[src/rtl/crts_pkg.sv]
// ----------------------------------------------------------------------------
// crts_pkg
// Shared types and constants for the circle ring tile scan block.
// ----------------------------------------------------------------------------
package crts_pkg;

    // Default build parameters
    localparam int MAX_GRID_SIDE_DEF = 1024;
    localparam int MAX_RADIUS_DEF    = 10;

    // Field widths
    localparam int POS_W      = 24;
    localparam int UNIT_W     = 16;
    localparam int GRID_W     = 11;
    localparam int RADIUS_W   = 4;
    localparam int OFF_W      = 5;
    localparam int IDX_W      = 20;
    localparam int CFG_IDX_W  = 3;
    localparam int CFG_DATA_W = 24;
    localparam int S_TDATA_W  = 56;
    localparam int M_TDATA_W  = 32;

    // Divider geometry: |pos - origin| always fits POS_W bits
    localparam int DIVIDEND_W = POS_W;
    localparam int DIVISOR_W  = UNIT_W;
    localparam int DIV_CNT_W  = $clog2(DIVIDEND_W);
    localparam int CENTRE_W   = POS_W + 1;
    localparam int COORD_W    = CENTRE_W + 1;

    // At most 64 points, eight per walk step
    localparam int STEP_W     = 3;

    // Configuration register indexes
    localparam logic [CFG_IDX_W-1:0] REG_ORIGIN_X    = 3'd0;
    localparam logic [CFG_IDX_W-1:0] REG_ORIGIN_Z    = 3'd1;
    localparam logic [CFG_IDX_W-1:0] REG_TILE_UNIT   = 3'd2;
    localparam logic [CFG_IDX_W-1:0] REG_GRID_WIDTH  = 3'd3;
    localparam logic [CFG_IDX_W-1:0] REG_GRID_HEIGHT = 3'd4;

    typedef enum logic [2:0] {
        S_IDLE,
        S_DIV_X,
        S_DIV_Z,
        S_BASE,
        S_EMIT
    } state_t;

    typedef struct packed {
        logic                  start;
        logic [DIVIDEND_W-1:0] dividend;
        logic [DIVISOR_W-1:0]  divisor;
    } div_req_t;

    typedef struct packed {
        logic                  done;
        logic [DIVIDEND_W-1:0] quotient;
    } div_rsp_t;

endpackage

[src/rtl/circle_ring_tile_scan.sv]
// ----------------------------------------------------------------------------
// circle_ring_tile_scan
// Maps a world position onto the tile grid and lists one midpoint circle
// ring of tiles round the centre tile, eight symmetric points per step.
// ----------------------------------------------------------------------------
//  channel  dir  handshake            payload
//  s_       in   s_tvalid/s_tready    tdata: pos_x, pos_z, radius
//  m_       out  m_tvalid/m_tready    tdata: offset_x, offset_z, tile_index
//                                     tuser: in_grid, tlast: last
//  cfg_     in   cfg_wr_en            cfg_wr_index, cfg_wr_data
//
//  One request runs the x and z divides and a centre-tile base step, then emits one
//  point per cycle unless the output stalls, 8 per walk step, at most 64 points.
//  The bit-serial divider, shared by both axes, sets the set-up time.
//  s_tready is high only between requests; a zero radius returns at once.
//  Output stalls hold the point register and pause the walk.
//  Reset is synchronous, active low, and restores the register defaults.
// ----------------------------------------------------------------------------
module circle_ring_tile_scan #(
    parameter int MAX_GRID_SIDE = crts_pkg::MAX_GRID_SIDE_DEF,
    parameter int MAX_RADIUS    = crts_pkg::MAX_RADIUS_DEF
) (
    input  logic                            aclk,
    input  logic                            aresetn,
    // pos_x [23:0], pos_z [47:24], radius [51:48], zero fill
    input  logic [crts_pkg::S_TDATA_W-1:0]  s_tdata,
    input  logic                            s_tvalid,
    output logic                            s_tready,
    // offset_x [4:0], offset_z [9:5], tile_index [29:10], zero fill
    output logic [crts_pkg::M_TDATA_W-1:0]  m_tdata,
    // in_grid [0]
    output logic                            m_tuser,
    output logic                            m_tlast,
    output logic                            m_tvalid,
    input  logic                            m_tready,
    input  logic                            cfg_wr_en,
    input  logic [crts_pkg::CFG_IDX_W-1:0]  cfg_wr_index,
    input  logic [crts_pkg::CFG_DATA_W-1:0] cfg_wr_data
);
    import crts_pkg::*;

    localparam int SIDE_W = $clog2(MAX_GRID_SIDE + 1);
    localparam int CMP_W  = (SIDE_W > GRID_W) ? SIDE_W : GRID_W;
    localparam int RAD_W  = $clog2(MAX_RADIUS + 1);
    localparam int WALK_W = RAD_W + 1;
    localparam int D_W    = WALK_W + 4;

    // Configuration registers
    logic signed [POS_W-1:0] origin_x_reg, origin_z_reg;
    logic [UNIT_W-1:0]       tile_unit_reg;
    logic [GRID_W-1:0]       grid_width_reg, grid_height_reg;

    always_ff @(posedge aclk) begin
        if (!aresetn) begin
            origin_x_reg    <= '0;
            origin_z_reg    <= '0;
            tile_unit_reg   <= UNIT_W'(1);
            grid_width_reg  <= GRID_W'(1024);
            grid_height_reg <= GRID_W'(1024);
        end else if (cfg_wr_en) begin
            case (cfg_wr_index)
                REG_ORIGIN_X:    origin_x_reg    <= cfg_wr_data[POS_W-1:0];
                REG_ORIGIN_Z:    origin_z_reg    <= cfg_wr_data[POS_W-1:0];
                REG_TILE_UNIT:   tile_unit_reg   <= cfg_wr_data[UNIT_W-1:0];
                REG_GRID_WIDTH:  grid_width_reg  <= cfg_wr_data[GRID_W-1:0];
                REG_GRID_HEIGHT: grid_height_reg <= cfg_wr_data[GRID_W-1:0];
                default: ;
            endcase
        end
    end

    // Saturated grid sides and guarded tile unit
    logic [CMP_W-1:0]     w_ext, h_ext, w_sat, h_sat;
    logic [DIVISOR_W-1:0] unit_eff;

    assign w_ext    = CMP_W'(grid_width_reg);
    assign h_ext    = CMP_W'(grid_height_reg);
    assign w_sat    = (w_ext > CMP_W'(MAX_GRID_SIDE)) ? CMP_W'(MAX_GRID_SIDE) : w_ext;
    assign h_sat    = (h_ext > CMP_W'(MAX_GRID_SIDE)) ? CMP_W'(MAX_GRID_SIDE) : h_ext;
    assign unit_eff = (tile_unit_reg == '0) ? DIVISOR_W'(1) : tile_unit_reg;

    // Input fields and relative position magnitudes
    logic signed [POS_W-1:0] in_pos_x, in_pos_z;
    logic [RADIUS_W-1:0]     in_radius, radius_sat;
    logic signed [POS_W:0]   diff_x, diff_z, neg_diff_x, neg_diff_z;
    logic [DIVIDEND_W-1:0]   mag_x, mag_z;

    assign in_pos_x   = s_tdata[23:0];
    assign in_pos_z   = s_tdata[47:24];
    assign in_radius  = s_tdata[51:48];
    assign radius_sat = (in_radius > RADIUS_W'(MAX_RADIUS)) ? RADIUS_W'(MAX_RADIUS)
                                                          : in_radius;
    assign diff_x     = (POS_W+1)'(in_pos_x) - (POS_W+1)'(origin_x_reg);
    assign diff_z     = (POS_W+1)'(in_pos_z) - (POS_W+1)'(origin_z_reg);
    assign neg_diff_x = -diff_x;
    assign neg_diff_z = -diff_z;
    assign mag_x      = diff_x[POS_W] ? neg_diff_x[DIVIDEND_W-1:0] : diff_x[DIVIDEND_W-1:0];
    assign mag_z      = diff_z[POS_W] ? neg_diff_z[DIVIDEND_W-1:0] : diff_z[DIVIDEND_W-1:0];

    // Sequencer and walk state
    state_t                   state_reg, state_next;
    logic                     neg_x_reg, neg_z_reg;
    logic [DIVIDEND_W-1:0]    mag_z_reg;
    logic signed [CENTRE_W-1:0] cx_reg, cz_reg, quo_signed;
    logic [IDX_W-1:0]         base_reg;
    logic [WALK_W-1:0]        tx_reg, tz_reg;
    logic signed [D_W-1:0]    d_reg;
    logic [STEP_W-1:0]        step_reg;
    logic [2:0]               pt_reg;

    logic     s_accept, start_walk, load, last_pt;
    div_req_t div_req;
    div_rsp_t div_rsp;

    crts_div u_div (
        .aclk    (aclk),
        .aresetn (aresetn),
        .req     (div_req),
        .rsp     (div_rsp)
    );

    assign s_accept   = s_tvalid && s_tready;
    assign start_walk = s_accept && (radius_sat != '0);
    assign quo_signed = CENTRE_W'(div_rsp.quotient);

    // Walk step arithmetic, applied after the eighth point of a step
    logic [WALK_W-1:0]     tx_step, tz_step;
    logic signed [D_W-1:0] d_step;
    logic                  walk_more;

    always_comb begin
        tx_step = tx_reg + 1'b1;
        if (d_reg < 0) begin
            d_step  = d_reg + (D_W'(tx_reg) <<< 2) + D_W'(6);
            tz_step = tz_reg;
        end else begin
            d_step  = d_reg + ((D_W'(tx_reg) - D_W'(tz_reg)) <<< 2) + D_W'(10);
            tz_step = tz_reg - 1'b1;
        end
        walk_more = (tx_step <= tz_step) && (step_reg != '1);
    end

    // Point of the current step: swap on the upper four, signs from low bits
    logic [WALK_W-1:0]        ax, az;
    logic signed [OFF_W-1:0]  mag_ox, mag_oz, off_x, off_z;
    logic [COORD_W-1:0]       x_coord, z_coord;
    logic                     in_grid;
    logic [IDX_W-1:0]         ozw, tile_idx;

    always_comb begin
        ax      = pt_reg[2] ? tz_reg : tx_reg;
        az      = pt_reg[2] ? tx_reg : tz_reg;
        mag_ox  = OFF_W'(ax);
        mag_oz  = OFF_W'(az);
        off_x   = pt_reg[0] ? -mag_ox : mag_ox;
        off_z   = pt_reg[1] ? -mag_oz : mag_oz;
        x_coord = COORD_W'(cx_reg) + COORD_W'(off_x);
        z_coord = COORD_W'(cz_reg) + COORD_W'(off_z);
        in_grid = !x_coord[COORD_W-1] && !z_coord[COORD_W-1]
               && (x_coord < COORD_W'(w_sat)) && (z_coord < COORD_W'(h_sat));
        ozw      = IDX_W'(IDX_W'(mag_oz) * IDX_W'(w_sat));
        tile_idx = base_reg + IDX_W'(off_x) + (pt_reg[1] ? -ozw : ozw);
        last_pt  = (pt_reg == 3'd7) && !walk_more;
    end

    // Next state
    always_comb begin
        state_next = state_reg;
        case (state_reg)
            S_IDLE:  if (start_walk) state_next = S_DIV_X;
            S_DIV_X: if (div_rsp.done) state_next = S_DIV_Z;
            S_DIV_Z: if (div_rsp.done) state_next = S_BASE;
            S_BASE:  state_next = S_EMIT;
            S_EMIT:  if (load && last_pt) state_next = S_IDLE;
            default: state_next = S_IDLE;
        endcase
    end

    // Control outputs
    always_comb begin
        s_tready         = 1'b0;
        load             = 1'b0;
        div_req.start    = 1'b0;
        div_req.dividend = mag_x;
        div_req.divisor  = unit_eff;
        case (state_reg)
            S_IDLE: begin
                s_tready      = 1'b1;
                div_req.start = start_walk;
            end
            S_DIV_X: begin
                div_req.start    = div_rsp.done;
                div_req.dividend = mag_z_reg;
            end
            S_EMIT: load = !m_tvalid || m_tready;
            default: ;
        endcase
    end

    always_ff @(posedge aclk) begin
        if (!aresetn) begin
            state_reg <= S_IDLE;
        end else begin
            state_reg <= state_next;
        end
    end

    // Request capture, centre tile and walk registers
    always_ff @(posedge aclk) begin
        if (s_accept) begin
            neg_x_reg <= diff_x[POS_W];
            neg_z_reg <= diff_z[POS_W];
            mag_z_reg <= mag_z;
            tx_reg    <= '0;
            tz_reg    <= WALK_W'(radius_sat);
            d_reg     <= D_W'(3) - (D_W'(radius_sat) <<< 1);
            step_reg  <= '0;
            pt_reg    <= '0;
        end
        if (state_reg == S_DIV_X && div_rsp.done) begin
            cx_reg <= neg_x_reg ? -quo_signed : quo_signed;
        end
        if (state_reg == S_DIV_Z && div_rsp.done) begin
            cz_reg <= neg_z_reg ? -quo_signed : quo_signed;
        end
        // Index of the centre tile, low index bits only
        if (state_reg == S_BASE) begin
            base_reg <= IDX_W'(cx_reg) + IDX_W'(cz_reg[IDX_W-1:0] * IDX_W'(w_sat));
        end
        if (load) begin
            pt_reg <= pt_reg + 1'b1;
            if (pt_reg == 3'd7) begin
                tx_reg   <= tx_step;
                tz_reg   <= tz_step;
                d_reg    <= d_step;
                step_reg <= step_reg + 1'b1;
            end
        end
    end

    // Output register
    logic                 m_tvalid_reg;
    logic [M_TDATA_W-1:0] m_tdata_reg;
    logic                 m_tuser_reg, m_tlast_reg;

    always_ff @(posedge aclk) begin
        if (!aresetn) begin
            m_tvalid_reg <= 1'b0;
        end else if (load) begin
            m_tvalid_reg <= 1'b1;
        end else if (m_tready) begin
            m_tvalid_reg <= 1'b0;
        end
        if (load) begin
            m_tdata_reg <= {2'b00, (in_grid ? tile_idx : IDX_W'(0)), off_z, off_x};
            m_tuser_reg <= in_grid;
            m_tlast_reg <= last_pt;
        end
    end

    assign m_tvalid = m_tvalid_reg;
    assign m_tdata  = m_tdata_reg;
    assign m_tuser  = m_tuser_reg;
    assign m_tlast  = m_tlast_reg;

`ifndef ASSERT_OFF
    // A point outside the grid carries a zero index
    a_outside_zero: assert property (@(posedge aclk) disable iff (!aresetn)
        m_tvalid && !m_tuser |-> m_tdata[29:10] == '0)
        else $error("outside point with non-zero tile index");

    // Offsets never leave the largest ring
    a_offset_bound: assert property (@(posedge aclk) disable iff (!aresetn)
        m_tvalid |-> (signed'(m_tdata[4:0]) <= MAX_RADIUS)
                  && (signed'(m_tdata[4:0]) >= -MAX_RADIUS)
                  && (signed'(m_tdata[9:5]) <= MAX_RADIUS)
                  && (signed'(m_tdata[9:5]) >= -MAX_RADIUS))
        else $error("circle offset out of range");

    // The final point of a ring frees the input side
    a_last_idle: assert property (@(posedge aclk) disable iff (!aresetn)
        load && last_pt |=> s_tready && m_tvalid && m_tlast)
        else $error("walk did not finish on the last point");

    // No new divide is started while the walk emits
    a_no_div_in_emit: assert property (@(posedge aclk) disable iff (!aresetn)
        state_reg == S_EMIT |-> !div_req.start)
        else $error("divider started during emission");
`endif

endmodule

[src/rtl/crts_div.sv]
// ----------------------------------------------------------------------------
// crts_div
// Restoring unsigned divider, one quotient bit per cycle.
// ----------------------------------------------------------------------------
module crts_div (
    input  logic              aclk,
    input  logic              aresetn,
    input  crts_pkg::div_req_t req,
    output crts_pkg::div_rsp_t rsp
);
    import crts_pkg::*;

    localparam logic [DIV_CNT_W-1:0] LAST_STEP = DIV_CNT_W'(DIVIDEND_W - 1);

    logic                  busy_reg, busy_next;
    logic                  done_reg, done_next;
    logic [DIV_CNT_W-1:0]  count_reg, count_next;
    logic [DIVISOR_W-1:0]  rem_reg, rem_next;
    logic [DIVIDEND_W-1:0] quo_reg, quo_next;
    logic [DIVISOR_W-1:0]  divisor_reg, divisor_next;
    logic [DIVISOR_W:0]    trial;
    logic                  fits;

    // One trial subtraction per cycle
    assign trial = {rem_reg, quo_reg[DIVIDEND_W-1]};
    assign fits  = trial >= {1'b0, divisor_reg};

    always_comb begin
        busy_next    = busy_reg;
        done_next    = 1'b0;
        count_next   = count_reg;
        rem_next     = rem_reg;
        quo_next     = quo_reg;
        divisor_next = divisor_reg;
        if (req.start) begin
            busy_next    = 1'b1;
            count_next   = '0;
            rem_next     = '0;
            quo_next     = req.dividend;
            divisor_next = req.divisor;
        end else if (busy_reg) begin
            rem_next   = fits ? DIVISOR_W'(trial - {1'b0, divisor_reg})
                              : trial[DIVISOR_W-1:0];
            quo_next   = {quo_reg[DIVIDEND_W-2:0], fits};
            count_next = count_reg + 1'b1;
            if (count_reg == LAST_STEP) begin
                busy_next = 1'b0;
                done_next = 1'b1;
            end
        end
    end

    always_ff @(posedge aclk) begin
        if (!aresetn) begin
            busy_reg <= 1'b0;
            done_reg <= 1'b0;
        end else begin
            busy_reg <= busy_next;
            done_reg <= done_next;
        end
        count_reg   <= count_next;
        rem_reg     <= rem_next;
        quo_reg     <= quo_next;
        divisor_reg <= divisor_next;
    end

    assign rsp.done     = done_reg;
    assign rsp.quotient = quo_reg;

endmodule
[config.mk]
export PLATFORM = sky130hd
export DESIGN_NAME = circle_ring_tile_scan
export DESIGN_NICKNAME = d
export VERILOG_FILES = /design/src/rtl/crts_pkg.sv /design/src/rtl/circle_ring_tile_scan.sv /design/src/rtl/crts_div.sv
export SDC_FILE = /design/constraint.sdc
export NUM_CORES = 2
export LEC_CHECK = 0
export ABC_CLOCK_PERIOD_IN_PS = 10070
export BUFFER_PORTS_ARGS = -buffer_cell sky130_fd_sc_hd__buf_2
export CORE_MARGIN = 3
export CORE_UTILIZATION = 46
export DETAILED_ROUTE_END_ITERATION = 6
export PLACE_DENSITY_LB_ADDON = 0.25
export SLEW_MARGIN = 30
export SYNTH_ARGS = -nofsm -noshare
export SYNTH_HDL_FRONTEND = slang
export SYNTH_SLANG_ARGS = --single-unit
export TNS_END_PERCENT = 20
[constraint.sdc]
create_clock -name aclk -period 10.07 [get_ports aclk]
set_input_delay 1.007 -clock aclk [delete_from_list [all_inputs] [get_ports aclk]]
set_output_delay 1.007 -clock aclk [all_outputs]
set_load 0.01 [all_outputs]
# --- Word level (Yosys, flattened, before mapping) ---
# Cells that the tools add are included.
totals:
  regBits: 306
  in_bits: 88
op_classes:
  n_addsub: 25
  mul: 2
  magnitude_cmp: 8
  eq_ne: 15
  mux: 46
  n_bitwise: 2
  reduce_logical: 29
op_table:
  columns: ["cell", "count"]
  rows:
  - ["2-to-1 mux 24 bit", 7]
  - ["adder 20 bit", 3]
  - ["2-to-1 mux 5 bit", 11]
  - ["adder 25 x 5 -> 26 bit", 2]
  - ["less-than comparator 26 x 11 -> 1 bit", 2]
  - ["subtractor 24 x 24 -> 25 bit", 2]
  - ["negation 24 bit", 2]
  - ["2-to-1 mux 9 bit", 4]
  - ["2-to-1 mux 3 bit", 9]
  - ["negation 24 -> 25 bit", 1]
  - ["greater-than comparator 11 bit (second input constant)", 2]
  - ["2-to-1 mux 11 bit", 2]
  - ["multiplier 20 x 11 -> 20 bit", 1]
  - ["2-to-1 mux 20 bit", 1]
  - ["negation 20 bit", 1]
  - ["greater-or-equal comparator 17 x 16 -> 1 bit", 1]
  - ["multiplier 5 x 12 -> 17 bit", 1]
  - ["zero test 16 bit", 1]
  - ["2-to-1 mux 16 bit", 1]
  - ["subtractor 16 bit", 1]
  - ["one-hot mux 3 bit (5 select lines)", 1]
  - ["== test 3 x 2 -> 1 bit (second input constant)", 4]
  - ["adder 5 x 1 -> 5 bit (second input constant)", 2]
  - ["logical AND 1 bit", 10]
  - ["30 further kinds", 55]

# --- Depth between registers and ports, before layout ---
depth:
  ltp_word: 9
  mapped_depth: 32
  ltp_nobuf: 29

# --- Hierarchy ---
# A second synthesis with hierarchy kept.
hier_totals:
  hier_cells: 3399
  area_unflattened_um2: 29583.4
modules_own_cells:
  columns: ["mod", "n_inst", "cells_per_inst", "area_per_inst_um2"]
  rows:
  - ["circle_ring_tile_scan", 1, 3070, 25964.9]
  - ["crts_div", 1, 329, 3618.5]

# --- Worst setup path before layout ---
# Ideal clock, no wire load.
synth_path:
  path_type: "register -> register"
  startpoint: "register pt_reg[2]"
  endpoint: "register m_tdata_reg[28], in the netlist m_tdata[28] (data pin)"
  setup_time_ns: 0.270
  t_arrival_ns: 7.445
  t_required_ns: 9.800
  slack_ns: 2.355
  path_stages_with_launch: 29
  path_buffers: 3
  path_cell_list: "edfxtp_1 -> clkbuf_1 -> clkbuf_1 -> nand2_1 -> o21a_1 -> clkbuf_1 -> inv_1 -> nand2_1 -> fa_1 -> fa_1 -> fa_1 -> inv_1 -> fa_1 -> a21o_1 -> a21o_1 -> a311oi_1 -> xnor2_1 -> o21ai_0 -> xor2_1 -> fa_1 -> inv_1 -> ha_1 -> and3_1 -> a221o_1 -> o41a_1 -> a41o_1 -> o41ai_1 -> xor2_1 -> nor3_1"
synth_via:
  elab_chain_len: 8
  elab_cells_between_ends: 20
  cone_classes: "add/sub (7); mul (1); order compare (2); mux (5); reduce/logical (5)"
synth_lines:
  columns: ["item", "line_no", "text"]
  rows:
  - ["start, declared", "circle_ring_tile_scan.sv:109", "logic [2:0] pt_reg;"]
  - ["start signal, assigned", "circle_ring_tile_scan.sv:231", "pt_reg <= pt_reg + 1'b1;"]
  - ["parallel branches: the longest is 8 deep, another holds negation 20 bit", null, null]
  - ["end signal, assigned", "circle_ring_tile_scan.sv:255", "m_tdata_reg <= {2'b00, (in_grid ? tile_idx : IDX_W'(0)), off_z, off_x};"]
  - ["end, declared", "circle_ring_tile_scan.sv:243", "logic [M_TDATA_W-1:0] m_tdata_reg;"]
# Parallel ways; which one is timed is not known.
# A chain may end at the register's enable or synchronous reset.

# --- Final worst setup path ---
# Same ends and word-level chain as after synthesis.

==> impl_results.md <==
- Synth Flop Type: edfxtp_1
- Sw Ratio: 32.9%
- Max_slew headroom: 38.4%
- Total number of H-tree levels: 2
- Lkg Pwr: 13.4 nW
- Slew Limit Fails: 0
- EDFF count, synth: 171
- Area delta synth->final: 9.02%
- Setup-failing EPs final: 0
- Final GP Congestion: 0.928
- Post-Route WL: 72,300 um
- CP top delay family: compound AO/OA/AOI/OAI gates
- Worst-Margin Slew: 917 ps
- CP Max Fanout: 15
- Crit-path cells: o21a_1 -> inv_1 -> nand2_1 -> fa_1 -> fa_1 -> fa_1 -> inv_1 -> fa_1 -> a21o_1 -> a21o_1 -> a311oi_1 -> xnor2_1 -> o21ai_0 -> xor2_1 -> fa_1 -> inv_1 -> ha_1 -> and3_1 -> a221o_1 -> o41a_1 -> a41o_1 -> o41ai_1 -> xor2_1 -> nor3_1
- CTS buffer count: 37
- Final Util: 50.8%
- Largest net degree at the start of global routing: 74
- Status: completed
- Setup Buffers After CTS: 0
- Flop2flop setup slack: 1680 ps
- Antenna viol nets, final: 0
- Drt pass-1 iters: 7
- Post-synth ARST share: 0%
- Max FFs per register: 30
- Initial antenna violation count: 4
- Worst Clk Skew: 23.9 ps
- Worst Path Required: 10,370 ps
- DR WL met3: 3160 um
- TritonCTS clock tree: done
- Hold_buf cts: 0
- Cell internal pwr: 2.71 mW
- RSZ-0062 raised after global routing: false
- Vias in the first global route: 21,630
- GRT Total Usage: 21.7%
- Clock sink total: 305
- Final net count: 3,965
- Post-Place Setup Slack: 1770 ps
- Synth Register Bits: 305
- Synth cell types: 80
- Grt ovf: 0
- Sequential share of the synthesized area: 27.1%
- Clock power frac: 32.5%
- IO Port Bufs: 117
- Share of the synthesized area in the top cell type: 17.8%
- Die W: 256 um
- Clock Latency Late Sink: 560 ps
- CP Buf/Inv Count: 3
- Top Metal Used: met5
- FMAX: 0.119 GHz
- Critical path class: flop to flop
- Detailed-route DRC error count: 0
- Layout cells sized above 1: 7.02%
- Slowest CP cell: a311oi_1
- Yosys top cell by area: edfxtp_1
- Final hold vios: 0
- Startpoint types: flop
- Final Hold Slack: 453 ps
- WP data arrival: 8690 ps
- Core region area: 61,900 sq um
- Sw Pwr: 1.33 mW
- Synthesized area: 28,900 sq um
- Final min period: 8390 ps
- Layout fillers: 5,977
- Crit end category: flop
- # resized after CTS: 0
- Initial drt markers: 1,467
- Syn avg cell area: 8.58 sq um
- Via density: 5.32
- Wl on met1: 33,300 um
- FF/Latch Area: 7820 sq um
- Most frequent cell after synthesis: nand2_1
- First-pass GRT wire length: 117,000 um
- Combinational share of power: 30.3%
- Reg clk slew, reported paths: 50 ps
- Clk root buf: clkbuf_16
- Vias after detailed routing: 22,808
- Synth warnings: 0
- Setup TNS: 0 ps
- Final worst-path cycle share: 83.3%
- Multi-input logic area: 19,000 sq um
- Design Power: 4.04 mW
- Crit-path most repeated cell: fa_1
- Placed Area: 30,300 sq um
- Dpl hpwl: 56,900 um
- Initial Utilization: 46.6%
- Post-layout instance area: 31,500 sq um
- Gate Count Post-Synth: 3,366
- Critical Path Max Stage Delay: 780 ps
- Clock buffer depth: 3
- DIE HEIGHT: 256 um
- Synth top cells by count: 496 x nand2_1, 413 x inv_1, 271 x ha_1
- Share of power burned in registers: 37.2%
- HP Class: flop to flop
- Routed len/inst: 16.9 um
- Finished Layout Cells: 4,288
- Site Rows: 91
- Synth top area cells: edfxtp_1 18%, fa_1 13%, ha_1 12%
- Die ar.: 65,800 sq um
- Top Ports: 124
- Met2 WL: 34,200 um
- Setup WS post-layout: 1680 ps
- Peak supply drop: 0.153 mV
- Placed insts: 4,218
- Power per Cell Area: 128 nW/um^2
- MaxCap Viol Count: 0
-- layer usage --
metal	GRT usage, %	vias to the layer above
li1	-	11494
met1	30.2	10731
met2	36.3	482
met3	2.26	99
met4	5.73	2
met5	0	-
-- power by group through the flow --
stage | clock (mW) | combinational [mW] | sequential, mW
floorplan | 0 | 0.956 | 1.49
global placement | 0 | 1.21 | 1.53
detailed placement | 0 | 1.22 | 1.53
CTS | 1.35 | 1.23 | 1.50
global route | 1.39 | 1.38 | 1.51
finish | 1.31 | 1.23 | 1.50
-- layout make-up --
cell class | count | share of cell area [%]
clock buffers | 49 | 3.09
repair buffers | 147 | 2.64
well taps | 837 | 3.33
flip-flops and latches | 305 | 24.8
diodes | 2 | 0.0159
inverters | 415 | 4.95
multi-input cells | 2515 | 60.5
clock inverters | 18 | 0.620
-- layout by cell type (no fill, tap or decap), types with 58 or more instances in the layout --
cell type,netlist,layout
xor2_1,62,62
xnor2_1,187,185
dfxtp_1,134,134
edfxtp_1,171,171
o21ai_0,147,147
buf_2,1,117
nor2_1,214,210
ha_1,271,271
inv_1,413,412
a21oi_1,238,238
fa_1,185,185
nand2_1,496,496
a21o_1,58,58
-- final timing paths --
| kind | startpoint | endpoint | depth (start not counted) |
|---|---|---|---|
| worst min-delay path | origin_x_reg[17] | origin_x_reg[17] | 2 |
| worst max-delay path | pt_reg[2] | m_tdata[28] | 24 |
| worst max register to register | pt_reg[2] | m_tdata[28] | 24 |
| worst min register to register | origin_x_reg[17] | origin_x_reg[17] | 2 |
-- worst min-delay path, delay by kind of cell, from the launching register on --
kind / cells / cell delay, ps
AO/OA/AOI/OAI: 1 / 50
AND/OR/NAND/NOR: 1 / 50
flip-flops: 1 / 310
-- cells by family after synthesis --
family,count (synthesis),share of synthesized area [%]
flops,305,27.1
xor+xnor,249,7.56
buf+inv,547,7.14
mux,42,1.50
compound gates,680,14.7
simple gates,1086,17.4
other cells,1,0.0130
fa+ha+maj,456,24.6
(Power assumes the default switching activity.)
